===== config.mk =====
export PLATFORM = sky130hd
export DESIGN_NAME = gregorian_date_arithmetic_unit
export DESIGN_NICKNAME = d
export VERILOG_FILES = /design/src/hdl/gdau_pkg.sv /design/src/hdl/gdau_daynum.sv /design/src/hdl/gdau_civil.sv /design/src/hdl/gregorian_date_arithmetic_unit.sv
export SDC_FILE = /design/constraint.sdc
export NUM_CORES = 2
export LEC_CHECK = 0
export BUFFER_PORTS_ARGS = -buffer_cell sky130_fd_sc_hd__buf_2
export CAP_MARGIN = 15
export CORE_ASPECT_RATIO = 0.9
export CORE_MARGIN = 3
export CORE_UTILIZATION = 65
export CTS_BUF_LIST = sky130_fd_sc_hd__clkbuf_4
export CTS_CLUSTER_DIAMETER = 200
export CTS_CLUSTER_SIZE = 16
export DETAILED_ROUTE_END_ITERATION = 6
export PLACE_DENSITY = 0.82
export SLEW_MARGIN = 20
export SYNTH_ARGS = -nofsm -noshare
export SYNTH_HDL_FRONTEND = slang
export SYNTH_HIERARCHICAL = 1
export SYNTH_SLANG_ARGS = --single-unit
export TNS_END_PERCENT = 30

===== constraint.sdc =====
create_clock -name clk -period 19.7 [get_ports clk]
set_clock_uncertainty 0.1 [all_clocks]
set_input_delay 3.94 -clock clk [delete_from_list [all_inputs] [get_ports clk]]
set_output_delay 3.94 -clock clk [all_outputs]
set_load 0.03 [all_outputs]

===== src/hdl/gdau_pkg.sv =====
// ----------------------------------------------------------------------------
// gdau_pkg - shared types, constants and calendar tables
// Widths, status and function codes, and month tables for the date unit.
// ----------------------------------------------------------------------------
package gdau_pkg;

	localparam int CFG_W           = 12;
	localparam int DAY_W           = 5;
	localparam int MON_W           = 4;
	localparam int DIFF_W          = 22;
	localparam int DEF_YEAR_BITS   = 12;
	localparam int DEF_OFFSET_BITS = 21;

	// day numbers count from March 1 of year -YEAR_SHIFT
	localparam int YEAR_SHIFT   = 400;
	localparam int DAYS_400Y    = 146097;
	localparam int MAX_CFG_YEAR = (1 << CFG_W) - 1;
	localparam int YY_MAX       = MAX_CFG_YEAR + YEAR_SHIFT;
	// day number of December 31 of the largest year a result may carry
	localparam int N_MAX        = 365 * YY_MAX + YY_MAX / 4 - YY_MAX / 100 + YY_MAX / 400 + 305;
	localparam int N_W          = $clog2(N_MAX + 1);
	localparam int ERA_MAX      = N_MAX / DAYS_400Y;
	localparam int ERA_W        = $clog2(ERA_MAX + 1);
	localparam int DOE_W        = $clog2(DAYS_400Y);
	localparam int YOE_W        = 9;
	localparam int DOY_W        = 9;
	localparam int YSH_W        = $clog2(YY_MAX + 2);

	localparam int RESET_MIN_YEAR = 1902;
	localparam int RESET_MAX_YEAR = 2037;

	typedef enum logic [1:0] {
		STAT_OK       = 2'd0,
		STAT_BAD_DATE = 2'd1,
		STAT_RANGE    = 2'd2
	} status_t;

	typedef enum logic {
		FUNC_ADD  = 1'b0,
		FUNC_DIFF = 1'b1
	} func_t;

	typedef enum logic {
		REG_MIN_YEAR = 1'b0,
		REG_MAX_YEAR = 1'b1
	} cfg_reg_t;

	// day number width for a given year width
	function automatic int dn_width(input int year_bits);
		return year_bits + 11;
	endfunction

	function automatic logic [DAY_W-1:0] month_len(input logic [MON_W-1:0] m);
		logic [DAY_W-1:0] len;
		unique case (m)
			4'd1, 4'd3, 4'd5, 4'd7, 4'd8, 4'd10, 4'd12: len = 5'd31;
			4'd4, 4'd6, 4'd9, 4'd11:                    len = 5'd30;
			4'd2:                                       len = 5'd29;
			default:                                    len = 5'd0;
		endcase
		return len;
	endfunction

	// first day of month, counted in a March-based year
	function automatic logic [DOY_W-1:0] march_start(input logic [3:0] mp);
		logic [DOY_W-1:0] s;
		unique case (mp)
			4'd0:    s = 9'd0;
			4'd1:    s = 9'd31;
			4'd2:    s = 9'd61;
			4'd3:    s = 9'd92;
			4'd4:    s = 9'd122;
			4'd5:    s = 9'd153;
			4'd6:    s = 9'd184;
			4'd7:    s = 9'd214;
			4'd8:    s = 9'd245;
			4'd9:    s = 9'd275;
			4'd10:   s = 9'd306;
			4'd11:   s = 9'd337;
			default: s = 9'd0;
		endcase
		return s;
	endfunction

	// same table indexed by calendar month
	function automatic logic [DOY_W-1:0] month_base(input logic [MON_W-1:0] m);
		logic [DOY_W-1:0] s;
		unique case (m)
			4'd3:    s = march_start(4'd0);
			4'd4:    s = march_start(4'd1);
			4'd5:    s = march_start(4'd2);
			4'd6:    s = march_start(4'd3);
			4'd7:    s = march_start(4'd4);
			4'd8:    s = march_start(4'd5);
			4'd9:    s = march_start(4'd6);
			4'd10:   s = march_start(4'd7);
			4'd11:   s = march_start(4'd8);
			4'd12:   s = march_start(4'd9);
			4'd1:    s = march_start(4'd10);
			4'd2:    s = march_start(4'd11);
			default: s = 9'd0;
		endcase
		return s;
	endfunction

endpackage


===== src/hdl/gdau_daynum.sv =====
// ----------------------------------------------------------------------------
// gdau_daynum - date check and date to day number, two stages
// Stage 1 splits the year by 100 and scales by 365, stage 2 sums the terms.
// ----------------------------------------------------------------------------
module gdau_daynum import gdau_pkg::*; #(
	parameter int YEAR_BITS = DEF_YEAR_BITS
) (
	input  logic                           clk,
	input  logic [1:0]                     en,
	input  logic [DAY_W-1:0]               day,
	input  logic [MON_W-1:0]               month,
	input  logic [YEAR_BITS-1:0]           year,
	output logic [dn_width(YEAR_BITS)-1:0] dn,
	output logic                           ok
);

	localparam int YY_W = YEAR_BITS + 2;
	localparam int DN_W = dn_width(YEAR_BITS);
	localparam int QW   = YY_W - 6;
	localparam int K100 = YY_W + 7;
	localparam int PW   = 2 * YY_W + 1;
	localparam logic [YY_W:0] M100 = (YY_W + 1)'(((64'd1 << K100) + 64'd99) / 64'd100);

	logic [YY_W-1:0]  y_ext, yy;
	logic [PW-1:0]    prod_y, prod_yy;
	logic [DOY_W-1:0] doy;
	logic             basic_ok, feb29;

	logic [YY_W-1:0]  y_s1, yy_s1;
	logic [QW-1:0]    qy_s1, qyy_s1;
	logic [DN_W-1:0]  m365_s1;
	logic [DOY_W-1:0] doy_s1;
	logic             basic_ok_s1, feb29_s1;

	logic [YY_W-1:0]  hund;
	logic             leap;
	logic [DN_W-1:0]  dn_s2;
	logic             ok_s2;

	always_comb begin
		y_ext    = YY_W'(year);
		yy       = y_ext + YY_W'(YEAR_SHIFT) - YY_W'(month <= 4'd2);
		prod_y   = PW'(y_ext) * PW'(M100);
		prod_yy  = PW'(yy) * PW'(M100);
		doy      = month_base(month) + DOY_W'(day) - DOY_W'(1);
		basic_ok = (month >= 4'd1) && (month <= 4'd12) && (day != '0) &&
			(day <= month_len(month));
		feb29    = (month == 4'd2) && (day == 5'd29);
	end

	always_comb begin
		hund = YY_W'(qy_s1) * YY_W'(100);
		leap = (y_s1[1:0] == 2'b00) && ((y_s1 != hund) || (qy_s1[1:0] == 2'b00));
	end

	always_ff @(posedge clk) begin
		if (en[0]) begin
			y_s1        <= y_ext;
			yy_s1       <= yy;
			qy_s1       <= prod_y[PW-1:K100];
			qyy_s1      <= prod_yy[PW-1:K100];
			m365_s1     <= DN_W'(yy) * DN_W'(365);
			doy_s1      <= doy;
			basic_ok_s1 <= basic_ok;
			feb29_s1    <= feb29;
		end
		if (en[1]) begin
			// 365*yy + yy/4 - yy/100 + yy/400 + day of March-based year
			dn_s2 <= m365_s1 + DN_W'(yy_s1 >> 2) - DN_W'(qyy_s1) + DN_W'(qyy_s1 >> 2) +
				DN_W'(doy_s1);
			ok_s2 <= basic_ok_s1 && (!feb29_s1 || leap);
		end
	end

	assign dn = dn_s2;
	assign ok = ok_s2;

endmodule


===== src/hdl/gdau_civil.sv =====
// ----------------------------------------------------------------------------
// gdau_civil - day number back to year, month and day, seven stages
// Era, day of era, year of era, day of year, then month and day.
// ----------------------------------------------------------------------------
module gdau_civil import gdau_pkg::*; (
	input  logic             clk,
	input  logic [6:0]       en,
	input  logic [N_W-1:0]   n,
	output logic [YSH_W-1:0] year_sh,
	output logic [MON_W-1:0] month,
	output logic [DAY_W-1:0] day
);

	localparam int PW     = 2 * DOE_W + 1;
	localparam int K1460  = DOE_W + 11;
	localparam int K36524 = DOE_W + 16;
	localparam int K365   = DOE_W + 9;
	localparam logic [DOE_W:0] M1460  = (DOE_W + 1)'(((64'd1 << K1460) + 64'd1459) / 64'd1460);
	localparam logic [DOE_W:0] M36524 =
		(DOE_W + 1)'(((64'd1 << K36524) + 64'd36523) / 64'd36524);
	localparam logic [DOE_W:0] M365   = (DOE_W + 1)'(((64'd1 << K365) + 64'd364) / 64'd365);

	logic [ERA_W-1:0] era;
	logic [PW-1:0]    prod1460, prod36524, prod365;
	logic [1:0]       cent;
	logic [3:0]       mp;
	logic [MON_W-1:0] mm;

	logic [N_W-1:0]         n_s4;
	logic [ERA_W-1:0]       era_s4, era_s5, era_s6, era_s7, era_s8;
	logic [DOE_W-1:0]       doe_s5, doe_s6, doe_s7, doe_s8;
	logic [PW-K1460-1:0]    q1460_s6;
	logic [PW-K36524-1:0]   q36524_s6;
	logic                   last_s6;
	logic [DOE_W-1:0]       t_s7;
	logic [YOE_W-1:0]       yoe_s8;
	logic [DOY_W-1:0]       doy_s9;
	logic [YSH_W-1:0]       ybase_s9;
	logic [YSH_W-1:0]       year_sh_s10;
	logic [MON_W-1:0]       month_s10;
	logic [DAY_W-1:0]       day_s10;

	always_comb begin
		era = '0;
		for (int k = 1; k <= ERA_MAX; k++) begin
			if (n >= N_W'(k * DAYS_400Y))
				era = ERA_W'(k);
		end
	end

	always_comb begin
		prod1460  = PW'(doe_s5) * PW'(M1460);
		prod36524 = PW'(doe_s5) * PW'(M36524);
		prod365   = PW'(t_s7) * PW'(M365);
		cent      = 2'(yoe_s8 >= 9'd100) + 2'(yoe_s8 >= 9'd200) + 2'(yoe_s8 >= 9'd300);
	end

	always_comb begin
		mp = '0;
		for (int k = 1; k < 12; k++) begin
			if (doy_s9 >= march_start(4'(k)))
				mp = 4'(k);
		end
		mm = (mp < 4'd10) ? mp + 4'd3 : mp - 4'd9;
	end

	always_ff @(posedge clk) begin
		if (en[0]) begin
			n_s4   <= n;
			era_s4 <= era;
		end
		if (en[1]) begin
			doe_s5 <= DOE_W'(n_s4 - N_W'(era_s4) * N_W'(DAYS_400Y));
			era_s5 <= era_s4;
		end
		if (en[2]) begin
			q1460_s6  <= prod1460[PW-1:K1460];
			q36524_s6 <= prod36524[PW-1:K36524];
			last_s6   <= (doe_s5 == DOE_W'(DAYS_400Y - 1));
			doe_s6    <= doe_s5;
			era_s6    <= era_s5;
		end
		if (en[3]) begin
			t_s7   <= doe_s6 - DOE_W'(q1460_s6) + DOE_W'(q36524_s6) - DOE_W'(last_s6);
			doe_s7 <= doe_s6;
			era_s7 <= era_s6;
		end
		if (en[4]) begin
			yoe_s8 <= YOE_W'(prod365[PW-1:K365]);
			doe_s8 <= doe_s7;
			era_s8 <= era_s7;
		end
		if (en[5]) begin
			doy_s9   <= DOY_W'(doe_s8 - (DOE_W'(yoe_s8) * DOE_W'(365) + DOE_W'(yoe_s8 >> 2) -
				DOE_W'(cent)));
			ybase_s9 <= YSH_W'(yoe_s8) + YSH_W'(era_s8) * YSH_W'(400);
		end
		if (en[6]) begin
			day_s10     <= DAY_W'(doy_s9 - march_start(mp) + DOY_W'(1));
			month_s10   <= mm;
			// January and February belong to the next calendar year
			year_sh_s10 <= ybase_s9 + YSH_W'(mm <= 4'd2);
		end
	end

	assign year_sh = year_sh_s10;
	assign month   = month_s10;
	assign day     = day_s10;

endmodule


===== src/hdl/gregorian_date_arithmetic_unit.sv =====
// ----------------------------------------------------------------------------
// gregorian_date_arithmetic_unit - date plus days and date difference
// Proleptic Gregorian calendar, exact day-number arithmetic, 11 stages.
// ----------------------------------------------------------------------------
// Usage:
//   Input channel in_valid/in_stall carries func, dates A and B and
//   offset_days. An item is taken at a clock edge with in_valid high and
//   in_stall low. func = add returns A + offset_days as res_day/month/year;
//   func = diff returns A - B in day_difference, saturated to 22 bits.
//   a_before_b / a_equals_b compare the raw fields in both modes.
//   Output channel out_valid/out_stall gives one result per item, in order.
//   One item per cycle is sustained while out_stall is low, through the
//   eleven-stage pipeline (two day-number stages, one add/compare stage,
//   seven stages of day-number to date conversion, one output stage).
//   out_stall holds the output register; earlier stages keep filling empty
//   slots, so in_stall rises only once every stage holds an item.
//   min_year/max_year are written through cfg_we/cfg_idx/cfg_data, by the user
//   only while the unit is idle (the unit does not enforce this). Reset empties
//   the pipeline and loads the year limits with 1902 and 2037.
// ----------------------------------------------------------------------------
module gregorian_date_arithmetic_unit import gdau_pkg::*; #(
	parameter int YEAR_BITS   = DEF_YEAR_BITS,
	parameter int OFFSET_BITS = DEF_OFFSET_BITS
) (
	input  logic                          clk,
	input  logic                          arst_n,
	input  logic                          in_valid,
	output logic                          in_stall,
	input  logic                          func,
	input  logic [DAY_W-1:0]              day_a,
	input  logic [MON_W-1:0]              month_a,
	input  logic [YEAR_BITS-1:0]          year_a,
	input  logic [DAY_W-1:0]              day_b,
	input  logic [MON_W-1:0]              month_b,
	input  logic [YEAR_BITS-1:0]          year_b,
	input  logic signed [OFFSET_BITS-1:0] offset_days,
	output logic                          out_valid,
	input  logic                          out_stall,
	output logic [DAY_W-1:0]              res_day,
	output logic [MON_W-1:0]              res_month,
	output logic [YEAR_BITS-1:0]          res_year,
	output logic signed [DIFF_W-1:0]      day_difference,
	output logic                          a_before_b,
	output logic                          a_equals_b,
	output logic [1:0]                    status,
	input  logic                          cfg_we,
	input  logic                          cfg_idx,
	input  logic [CFG_W-1:0]              cfg_data
);

	localparam int NSTG  = 11;
	localparam int DN_W  = dn_width(YEAR_BITS);
	localparam int SUM_W = ((DN_W > OFFSET_BITS) ? DN_W : OFFSET_BITS) + 2;
	localparam int DW    = ((DN_W + 1 > DIFF_W) ? DN_W + 1 : DIFF_W);
	localparam int YC_W  = 17;
	localparam int YEAR_MASK = (1 << YEAR_BITS) - 1;
	localparam logic [CFG_W-1:0] CFG_MASK =
		(YEAR_BITS >= CFG_W) ? {CFG_W{1'b1}} : CFG_W'(YEAR_MASK);
	localparam logic signed [DW-1:0] D_MAX = DW'((1 << (DIFF_W - 1)) - 1);
	localparam logic signed [DW-1:0] D_MIN = DW'(-(1 << (DIFF_W - 1)));

	typedef struct packed {
		func_t             fn;
		logic              earlier;
		logic              equal;
		status_t           st;
		logic [DIFF_W-1:0] diff;
	} side_t;

	// handshake: a stage loads when it is empty or its successor loads
	logic [NSTG:1]   vld_s;
	logic [NSTG+1:1] rdy;

	always_comb begin
		rdy[NSTG+1] = !out_stall;
		for (int k = NSTG; k >= 1; k--)
			rdy[k] = !vld_s[k] || rdy[k+1];
	end

	always_ff @(posedge clk or negedge arst_n) begin
		if (!arst_n) begin
			vld_s <= '0;
		end else begin
			if (rdy[1])
				vld_s[1] <= in_valid;
			for (int k = 2; k <= NSTG; k++) begin
				if (rdy[k])
					vld_s[k] <= vld_s[k-1];
			end
		end
	end

	assign in_stall  = !rdy[1];
	assign out_valid = vld_s[NSTG];

	// year limits
	logic [CFG_W-1:0] min_year_q, max_year_q;

	always_ff @(posedge clk or negedge arst_n) begin
		if (!arst_n) begin
			min_year_q <= CFG_W'(RESET_MIN_YEAR);
			max_year_q <= CFG_W'(RESET_MAX_YEAR);
		end else if (cfg_we) begin
			unique case (cfg_reg_t'(cfg_idx))
				REG_MIN_YEAR: min_year_q <= cfg_data & CFG_MASK;
				REG_MAX_YEAR: max_year_q <= cfg_data & CFG_MASK;
				default:      ;
			endcase
		end
	end

	// stages 1 and 2: day numbers of both dates
	logic [DN_W-1:0] dn_a, dn_b;
	logic            ok_a, ok_b;

	gdau_daynum #(.YEAR_BITS(YEAR_BITS)) u_dn_a (
		.clk   (clk),
		.en    (rdy[2:1]),
		.day   (day_a),
		.month (month_a),
		.year  (year_a),
		.dn    (dn_a),
		.ok    (ok_a)
	);

	gdau_daynum #(.YEAR_BITS(YEAR_BITS)) u_dn_b (
		.clk   (clk),
		.en    (rdy[2:1]),
		.day   (day_b),
		.month (month_b),
		.year  (year_b),
		.dn    (dn_b),
		.ok    (ok_b)
	);

	func_t                   func_s1, func_s2;
	logic                    before_s1, before_s2, equal_s1, equal_s2;
	logic signed [OFFSET_BITS-1:0] off_s1, off_s2;

	always_ff @(posedge clk) begin
		if (rdy[1]) begin
			func_s1   <= func_t'(func);
			before_s1 <= {year_a, month_a, day_a} < {year_b, month_b, day_b};
			equal_s1  <= {year_a, month_a, day_a} == {year_b, month_b, day_b};
			off_s1    <= offset_days;
		end
		if (rdy[2]) begin
			func_s2   <= func_s1;
			before_s2 <= before_s1;
			equal_s2  <= equal_s1;
			off_s2    <= off_s1;
		end
	end

	// stage 3: add offset, difference with saturation, first status
	logic [SUM_W-1:0]     n_sum;
	logic                 n_out;
	logic signed [DW-1:0] d_raw, d_sat;
	side_t                side_nx;

	always_comb begin
		n_sum = SUM_W'(dn_a) + SUM_W'(off_s2);
		n_out = n_sum[SUM_W-1] || (n_sum > SUM_W'(N_MAX));
		d_raw = signed'(DW'(dn_a) - DW'(dn_b));
		if (d_raw > D_MAX)
			d_sat = D_MAX;
		else if (d_raw < D_MIN)
			d_sat = D_MIN;
		else
			d_sat = d_raw;

		side_nx.fn      = func_s2;
		side_nx.earlier = before_s2;
		side_nx.equal   = equal_s2;
		side_nx.diff    = '0;
		if (func_s2 == FUNC_ADD) begin
			if (!ok_a)
				side_nx.st = STAT_BAD_DATE;
			else if (n_out)
				side_nx.st = STAT_RANGE;
			else
				side_nx.st = STAT_OK;
		end else begin
			if (!ok_a || !ok_b) begin
				side_nx.st = STAT_BAD_DATE;
			end else begin
				side_nx.st   = STAT_OK;
				side_nx.diff = DIFF_W'(d_sat);
			end
		end
	end

	side_t          side_s3;
	logic [N_W-1:0] n_s3;
	side_t          side_s [4:10];

	always_ff @(posedge clk) begin
		if (rdy[3]) begin
			side_s3 <= side_nx;
			n_s3    <= N_W'(n_sum);
		end
		if (rdy[4])
			side_s[4] <= side_s3;
		for (int k = 5; k <= 10; k++) begin
			if (rdy[k])
				side_s[k] <= side_s[k-1];
		end
	end

	// stages 4 to 10: day number back to a date
	logic [YSH_W-1:0] c_year_sh;
	logic [MON_W-1:0] c_month;
	logic [DAY_W-1:0] c_day;

	gdau_civil u_civil (
		.clk     (clk),
		.en      (rdy[10:4]),
		.n       (n_s3),
		.year_sh (c_year_sh),
		.month   (c_month),
		.day     (c_day)
	);

	// stage 11: year limits and output register
	logic [YC_W-1:0] yfull;
	logic            y_bad, date_ok;
	status_t         st_fin;

	always_comb begin
		yfull  = YC_W'(c_year_sh) - YC_W'(YEAR_SHIFT);
		y_bad  = (c_year_sh < YSH_W'(YEAR_SHIFT)) || (yfull > YC_W'(YEAR_MASK)) ||
			(yfull < YC_W'(min_year_q)) || (yfull > YC_W'(max_year_q));
		st_fin = side_s[10].st;
		if ((side_s[10].fn == FUNC_ADD) && (side_s[10].st == STAT_OK) && y_bad)
			st_fin = STAT_RANGE;
		date_ok = (side_s[10].fn == FUNC_ADD) && (st_fin == STAT_OK);
	end

	logic [DAY_W-1:0]     res_day_s11;
	logic [MON_W-1:0]     res_month_s11;
	logic [YEAR_BITS-1:0] res_year_s11;
	logic [DIFF_W-1:0]    diff_s11;
	logic                 before_s11, equal_s11;
	status_t              status_s11;

	always_ff @(posedge clk) begin
		if (rdy[11]) begin
			res_day_s11   <= date_ok ? c_day : '0;
			res_month_s11 <= date_ok ? c_month : '0;
			res_year_s11  <= date_ok ? YEAR_BITS'(yfull) : '0;
			diff_s11      <= side_s[10].diff;
			before_s11    <= side_s[10].earlier;
			equal_s11     <= side_s[10].equal;
			status_s11    <= st_fin;
		end
	end

	assign res_day        = res_day_s11;
	assign res_month      = res_month_s11;
	assign res_year       = res_year_s11;
	assign day_difference = signed'(diff_s11);
	assign a_before_b     = before_s11;
	assign a_equals_b     = equal_s11;
	assign status         = status_s11;

	// checks
	a_eq_not_before: assert property (@(posedge clk) disable iff (!arst_n)
		out_valid && a_equals_b |-> !a_before_b)
		else $error("equal dates reported as ordered");

	a_bad_zero: assert property (@(posedge clk) disable iff (!arst_n)
		out_valid && (status == STAT_BAD_DATE) |->
			(day_difference == '0) && (res_month == '0) && (res_day == '0))
		else $error("invalid date item carries nonzero result");

	a_range_zero: assert property (@(posedge clk) disable iff (!arst_n)
		out_valid && (status == STAT_RANGE) |-> (res_year == '0) && (day_difference == '0))
		else $error("out of range item carries nonzero result");

	a_date_only_add: assert property (@(posedge clk) disable iff (!arst_n)
		out_valid && (res_month != '0) |->
			(res_day != '0) && (day_difference == '0) && (status == STAT_OK))
		else $error("result date with bad status or difference");

	a_empty_takes: assert property (@(posedge clk) disable iff (!arst_n)
		!vld_s[1] |-> !in_stall)
		else $error("input stalled with empty first stage");

endmodule

## Word level (Yosys, flattened, before mapping)

Memory sizes are Yosys's and may differ from the RTL's.
Cells that the tools add are included.

- Bits in read-only memories: 592
- Bits of input ports: 82
- Bits in writable memories: 189
- Register bits after elaboration: 549
- Logic and storage cells: 295
- Output and inout port bits: 49
- Bits in latches: 0
- Memories: 6

- Multiplexer cells: 44
- $lt $le $gt $ge: 43
- Bitwise logic cells: 3
- $mul: 14
- Div/mod/pow operators: 0
- Shift-type cells: 0
- $add $sub $neg: 34
- Reduce and logical (&&, ||, !) cells: 66
- Eq/ne operators: 8

Memories:

| memory | words | width | read ports | clocked after memory_dff | wr ports | line | text |
|---|---|---|---|---|---|---|---|
| side_s | 7 | 27 | 7 | 0 | 7 | gregorian_date_arithmetic_unit.sv:195 | `side_t side_s [4:10];` |
| (name not given) | 16 | 9 | 1 | 0 | 0 | gdau_pkg.sv:67 | `unique case (mp)` |
| (name not given) | 16 | 9 | 1 | 0 | 0 | gdau_pkg.sv:88 | `unique case (m)` |
| (name not given) | 16 | 9 | 1 | 0 | 0 | gdau_pkg.sv:88 |  |
| (name not given) | 16 | 5 | 1 | 0 | 0 | gdau_pkg.sv:55 | `unique case (m)` |
| (name not given) | 16 | 5 | 1 | 0 | 0 | gdau_pkg.sv:55 |  |

Operators by type and width:

| operator | count |
|---|---|
| greater-or-equal comparator 21 x 20 -> 1 bit (second input constant) | 4 |
| greater-or-equal comparator 21 bit (second input constant) | 4 |
| multiplier 14 x 13 -> 27 bit (second input constant) | 2 |
| multiplier 12 x 13 -> 25 bit (second input constant) | 2 |
| adder 23 x 12 -> 23 bit | 2 |
| adder 23 x 6 -> 23 bit | 2 |
| adder 23 x 9 -> 23 bit | 2 |
| multiplier 14 x 9 -> 23 bit (second input constant) | 2 |
| subtractor 23 x 8 -> 23 bit | 2 |
| greater-or-equal comparator 9 x 8 -> 1 bit (second input constant) | 5 |
| 2-to-1 mux 4 bit | 11 |
| greater-or-equal comparator 21 x 19 -> 1 bit (second input constant) | 2 |
| multiplier 18 x 19 -> 37 bit (second input constant) | 1 |
| greater-or-equal comparator 9 bit (second input constant) | 4 |
| multiplier 18 x 16 -> 34 bit (second input constant) | 1 |
| multiplier 18 x 16 -> 33 bit (second input constant) | 1 |
| != test 12 x 14 -> 1 bit | 2 |
| subtractor 14 x 1 -> 14 bit | 2 |
| greater-or-equal comparator 9 x 7 -> 1 bit (second input constant) | 3 |
| adder 12 x 9 -> 13 bit (second input constant) | 2 |
| adder 24 x 21 -> 25 bit | 1 |
| greater-than comparator 25 x 21 -> 1 bit (second input constant) | 1 |
| greater-than comparator 24 x 22 -> 1 bit (second input constant) | 1 |
| < comparator 24 x 22 -> 1 bit (second input constant) | 1 |
| 56 further kinds | 152 |

## Logic depth before layout (Yosys ltp)

- Depth after elaboration: 16
- Gate-level depth with buffers: 35
- Mapped depth without buffers: 35

## Hierarchy

The synthesis kept the hierarchy.

By module, submodules not included:

| module | cells an instance | times used | area an instance (um^2) |
|---|---|---|---|
| gdau_civil | 2,369 | 1 | 26,287.7 |
| gregorian_date_arithmetic_unit | 1,044 | 1 | 15,522.4 |
| gdau_daynum at u_dn_b | 1,404 | 1 | 14,664.1 |
| gdau_daynum at u_dn_a | 1,386 | 1 | 14,505.2 |

## Worst setup path after synthesis

OpenSTA, ideal clock, no wires.

- Kind: input -> output
- From: input port out_stall
- To: output port in_stall
- Data required time: 15.660 ns
- Arrival time: 14.281 ns
- Path slack: 1.379 ns
- Stages: 6
- Buffers on the path: 0
- Path through: nand3_1 nor2_1 nand3_1 nor2_1 nand4_1 inv_1

- Cells in the longest elaborated chain, start to end: 13

Ends and longest elaborated chain:

| what | line | text |
|---|---|---|
| start, declared | gregorian_date_arithmetic_unit.sv:38 | `input logic out_stall,` |
| logical NOT 1 bit | gregorian_date_arithmetic_unit.sv:75 | `rdy[NSTG+1] = !out_stall;` |
| logical OR 1 bit (7 in a row) | gregorian_date_arithmetic_unit.sv:77 | `rdy[k] = !vld_s[k] \|\| rdy[k+1];` |
| named net rdy (one bit) | gregorian_date_arithmetic_unit.sv:72 | `logic [NSTG+1:1] rdy;` |
| logical OR 1 bit (4 in a row) | gregorian_date_arithmetic_unit.sv:77 |  |
| named net rdy (one bit) | gregorian_date_arithmetic_unit.sv:72 |  |
| logical NOT 1 bit | gregorian_date_arithmetic_unit.sv:93 | `assign in_stall = !rdy[1];` |
| end, declared | gregorian_date_arithmetic_unit.sv:28 | `output logic in_stall,` |

The timed path passes the listed nets, and every way through them passes these cells.

## Final worst setup path

- From: input port month_a[3]
- To: register u_dn_a.qyy_s1[7] (data pin)

- Cells in the longest elaborated chain, start to end: 3

Ends and longest elaborated chain:

| what | line | text |
|---|---|---|
| start, declared | gregorian_date_arithmetic_unit.sv:31 | `input logic [MON_W-1:0] month_a,` |
| less-or-equal comparator 4 x 2 -> 1 bit | gdau_daynum.sv:42 | `yy = y_ext + YY_W'(YEAR_SHIFT) - YY_W'(month <= 4'd2);` |
| subtractor 14 x 1 -> 14 bit | gdau_daynum.sv:42 |  |
| named net u_dn_a.yy[11] | gdau_daynum.sv:24 | `logic [YY_W-1:0] y_ext, yy;` |
| multiplier 14 x 13 -> 27 bit | gdau_daynum.sv:44 | `prod_yy = PW'(yy) * PW'(M100);` |
| named net u_dn_a.prod_yy[28] | gdau_daynum.sv:25 | `logic [PW-1:0] prod_y, prod_yy;` |
| end signal, assigned | gdau_daynum.sv:61 | `qyy_s1 <= prod_yy[PW-1:K100];` |
| end, declared | gdau_daynum.sv:30 | `logic [QW-1:0] qy_s1, qyy_s1;` |

The timed path passes the listed nets, and every way through them passes these cells.
A chain may end at the register's enable or synchronous reset.

==> key figures <==
Outcome
  • Status: finished clean

Placement
  • Place WS: 6.931 ns
  • RD Place Congestion: 0.9320
  • DP Wirelength: 121,700 µm
  • IO Port Bufs: 130

Cells and area
  • FF/Latch Area: 21,890 µm²
  • Multi-input gate area: 43,440 µm²
  • Layout net count: 8,475
  • Util after Layout: 0.6877
  • Fraction of layout instances using a drive strength above 1: 0.05443
  • Area grow syn2layout: 4.483%
  • Fillcell total: 7,762

Synth
  • Ys async rst share: 0.04768
  • Post-Synth Adder-Cell Area: 0.4345
  • Synth Register Bits: 734
  • Syn Area/Cell: 11.44 µm²
  • Top_reg_cell synth: edfxtp_1
  • Post-Synth XOR/XNOR Area: 0.03746
  • Mux contribution to synthesized area: 0.003367
  • Syn. warnings: 6
  • EDFF count, synth: 699
  • Syn Inst Count: 6,203
  • Synth Area in Compound Gates: 0.08183
  • Largest family of logic cells by synthesized area: adder cells
  • Post-synthesis cell type count: around 110
  • Mapped cell area: between 70,000 and 80,000 µm²
  • Syn Nets: 8,312
  • Seq/Total Area, Yosys: 0.3084
  • Simple logic cell fraction of the synthesized area: 0.05431

Timing
  • Unrepaired setup endpoints after global routing: no
  • Final slew viol count: 0
  • Post-layout minimum cycle time: 11.96 ns
  • Achievable frequency: 0.08358 GHz
  • Final hold violations: 0
  • Setup_tns: 0 ns
  • Fin crit share: 0.6073
  • Slew @ Worst Pin: 1.129 ns
  • Slew headroom: 0.2416
  • Setup-failing EPs final: 0
  • Final WS setup: 7.735 ns

Detailed routing
  • Via Count: 44,440
  • Drt first-iter violations: 2,958
  • Final antenna-violating net count: 0
  • Drc violations: 0
  • Pre-antenna DRT Iters: 6
  • Vias per inst: 5.657
  • Routed WL: 146,000 µm
  • DR WL/cell: 18.58 µm

Min path
  • Hold Path Depth: 0
  • Worst Hold Launch: off_s1[10]
  • Hold worst-path end: off_s2[10]
  • HP Class: reg -> reg

Clock tree
  • Reg clk slew, reported paths: between 0.15 and 0.2 ns
  • CTS tree: done
  • Skew-Pair Late Insertion Delay: between 0.9 and 1 ns
  • Num CTS Buffers: 51
  • Longest Clk Path Bufs: 3
  • Clock sinks: 734
  • H-Tree Depth: 2
  • Clk root buf: clkbuf_4
  • Setup repair bufs after CTS: 0
  • CTS resizes: 0
  • Post-CTS Hold Buffers: 0

Setup path
  • Cells on worst reg2reg path: 17
  • Crit path buffers/inverters: 9
  • Crit Path Max Fanout: 14
  • RR Endpoint: u_civil/q1460_s6[7]
  • Top Family by Delay on Critical Path: adder cells
  • CP max stage delay: roughly 0.57 ns
  • Crit Path Class: in -> reg
  • WP data required: 20.23 ns
  • Critical-path top delay cell: xnor2_1
  • CP dominant cell by count: inv_1
  • Register-to-Register Setup Slack: 12.79 ns
  • Worst R2R Start: u_civil/doe_s5[6]
  • CP Launch Type: input pin
  • Worst EP arrival: 12.49 ns
  • CP endpoint kind: flip-flop

Global route
  • First-pass GRT wire length: 239,400 µm
  • Vias in the first global route: about 46,000
  • Largest net degree at the start of global routing: 75
  • Initial antenna violation count: 21
  • GRT Util Overall: 0.2640
  • Gr ovfl total: 0

Floorplanning
  • Starting density of the core: 0.6582
  • Die height: 319.5 µm
  • Core area: 107,800 µm²
  • Row count: 114
  • Die Width: between 300 and 400 µm
  • # IOs: 131
  • Die area: 113,200 µm²

Run
  • Maxcap violations: 0
==> layer usage <==
metal | wire [µm] | track usage | up-vias
li1 | - | - | 21080
met1 | 63220 | 0.3605 | 21870
met2 | 69550 | 0.4440 | 1208
met3 | 8869 | 0.04111 | 253
met4 | 4199 | 0.06969 | 20
met5 | 146 | 0 | -
==> cell type report <==
class	count	share of cell area
Multi-Input combinational cell	3955	0.5858
Sequential cell	734	0.2951
Inverter	1471	0.07445
Tap cell	1450	0.02446
Timing Repair Buffer	153	0.01137
Clock buffer	76	0.007693
Clock inverter	4	0.0006749
Antenna cell	12	0.0004049
==> cells by family (layout without fill, tap and decap cells) <==
family	after synthesis	after routing
multiplexers	22	22
AO/OA/AOI/OAI	847	847
adder cells (fa/ha/maj)	2028	2028
AND/OR/NAND/NOR	757	757
XOR/XNOR	301	301
flip-flops	734	734
buffers and inverters	1514	1704
other	0	12
==> worst max path at each step <==
| stage | to | cells after the start | startpoint | slack, ns |
|---|---|---|---|---|
| 2_1_floorplan | in_stall | 6 | out_stall | 1.38 |
| 3_3_place_gp | u_dn_a/qyy_s1[7] | 34 | month_a[3] | 7.11 |
| 3_5_place_dp | u_dn_b/qyy_s1[6] | 34 | month_b[3] | 6.93 |
| 4_1_cts | u_dn_a/qyy_s1[7] | 35 | month_a[0] | 7.87 |
| 5_1_grt | u_dn_a/qyy_s1[7] | 35 | month_a[0] | 7.37 |
| 6_report | u_dn_a/qyy_s1[7] | 34 | month_a[3] | 7.74 |
==> state kept, by name, indices dropped and copies added (netlist names), 14 cells and up <==
| signal | count |
|---|---|
| u_civil/doe_s5 | 18 |
| u_civil/doe_s6 | 18 |
| day_difference | 22 |
| u_dn_a/dn | 23 |
| u_dn_b/dn | 23 |
| u_dn_b/yy_s1 | 14 |
| u_dn_b/m365_s1 | 21 |
| n_s3 | 21 |
| off_s2 | 21 |
| off_s1 | 21 |
| u_dn_a/yy_s1 | 14 |
| u_dn_a/m365_s1 | 21 |
| side_s | 189 |
| side_s3 | 27 |
| u_civil/t_s7 | 18 |
| u_civil/n_s4 | 18 |
==> cell usage in the layout (no fill, tap or decap), types with 48 or more instances in the layout <==
cell type	n
nor2_1	163
xnor2_1	217
fa_1	728
ha_1	1299
a21o_1	96
nand3_1	64
xor2_1	81
nor3_1	64
inv_1	1466
nand2b_1	48
a21oi_1	210
edfxtp_1	699
buf_2	130
nand2_1	172
clkbuf_4	76
o21ai_0	140
==> cell usage after synthesis, types with 12 or more instances <==
cell type  instances  area [µm²]
a211o_1           16       140.1
a211oi_1          42       315.3
a21o_1            96       720.7
a21oi_1          210        1051
a31oi_1           31       193.9
and2_1            39       244.0
and3_1            34       212.7
clkbuf_1          34       127.6
dfrtp_1           18       450.4
dfstp_2           17       446.7
edfxtp_1         699       20990
fa_1             728       14570
ha_1            1299       16250
inv_1           1468        5510
mux2_2            15       168.9
nand2_1          175       656.9
nand2b_1          48       300.3
nand3_1           67       335.3
nand3b_1          13       97.59
nand4_1           39       244.0
nor2_1           163       611.8
nor2b_1           24       150.1
nor3_1            64       320.3
nor4_1            12       75.07
o2111ai_1         12       105.1
o211ai_1          27       202.7
o21a_1            41       307.8
o21ai_0          140       700.7
o21ai_1           34       170.2
o21bai_1          37       277.8
o31ai_1           19       142.6
or2_2             17       106.4
or3_1             17       106.4
xnor2_1          217        1901
xor2_1            81       709.4
==> through the flow <==
stage | cells | hold slack, ns | instance area, µm²
4_1_cts | 7842 | 0.2621 | 74090
6_report | 7855 | 0.2771 | 74160
3_5_place_dp | 7762 | 0.3045 | 73470
2_1_floorplan | 6203 | 0.3003 | 70980
3_3_place_gp | 7762 | 0.3004 | 73470
5_1_grt | 7845 | 0.2941 | 74140
Power is not shown: default switching activity piles up to over one toggle a cycle in this logic, so the estimate is an artifact.
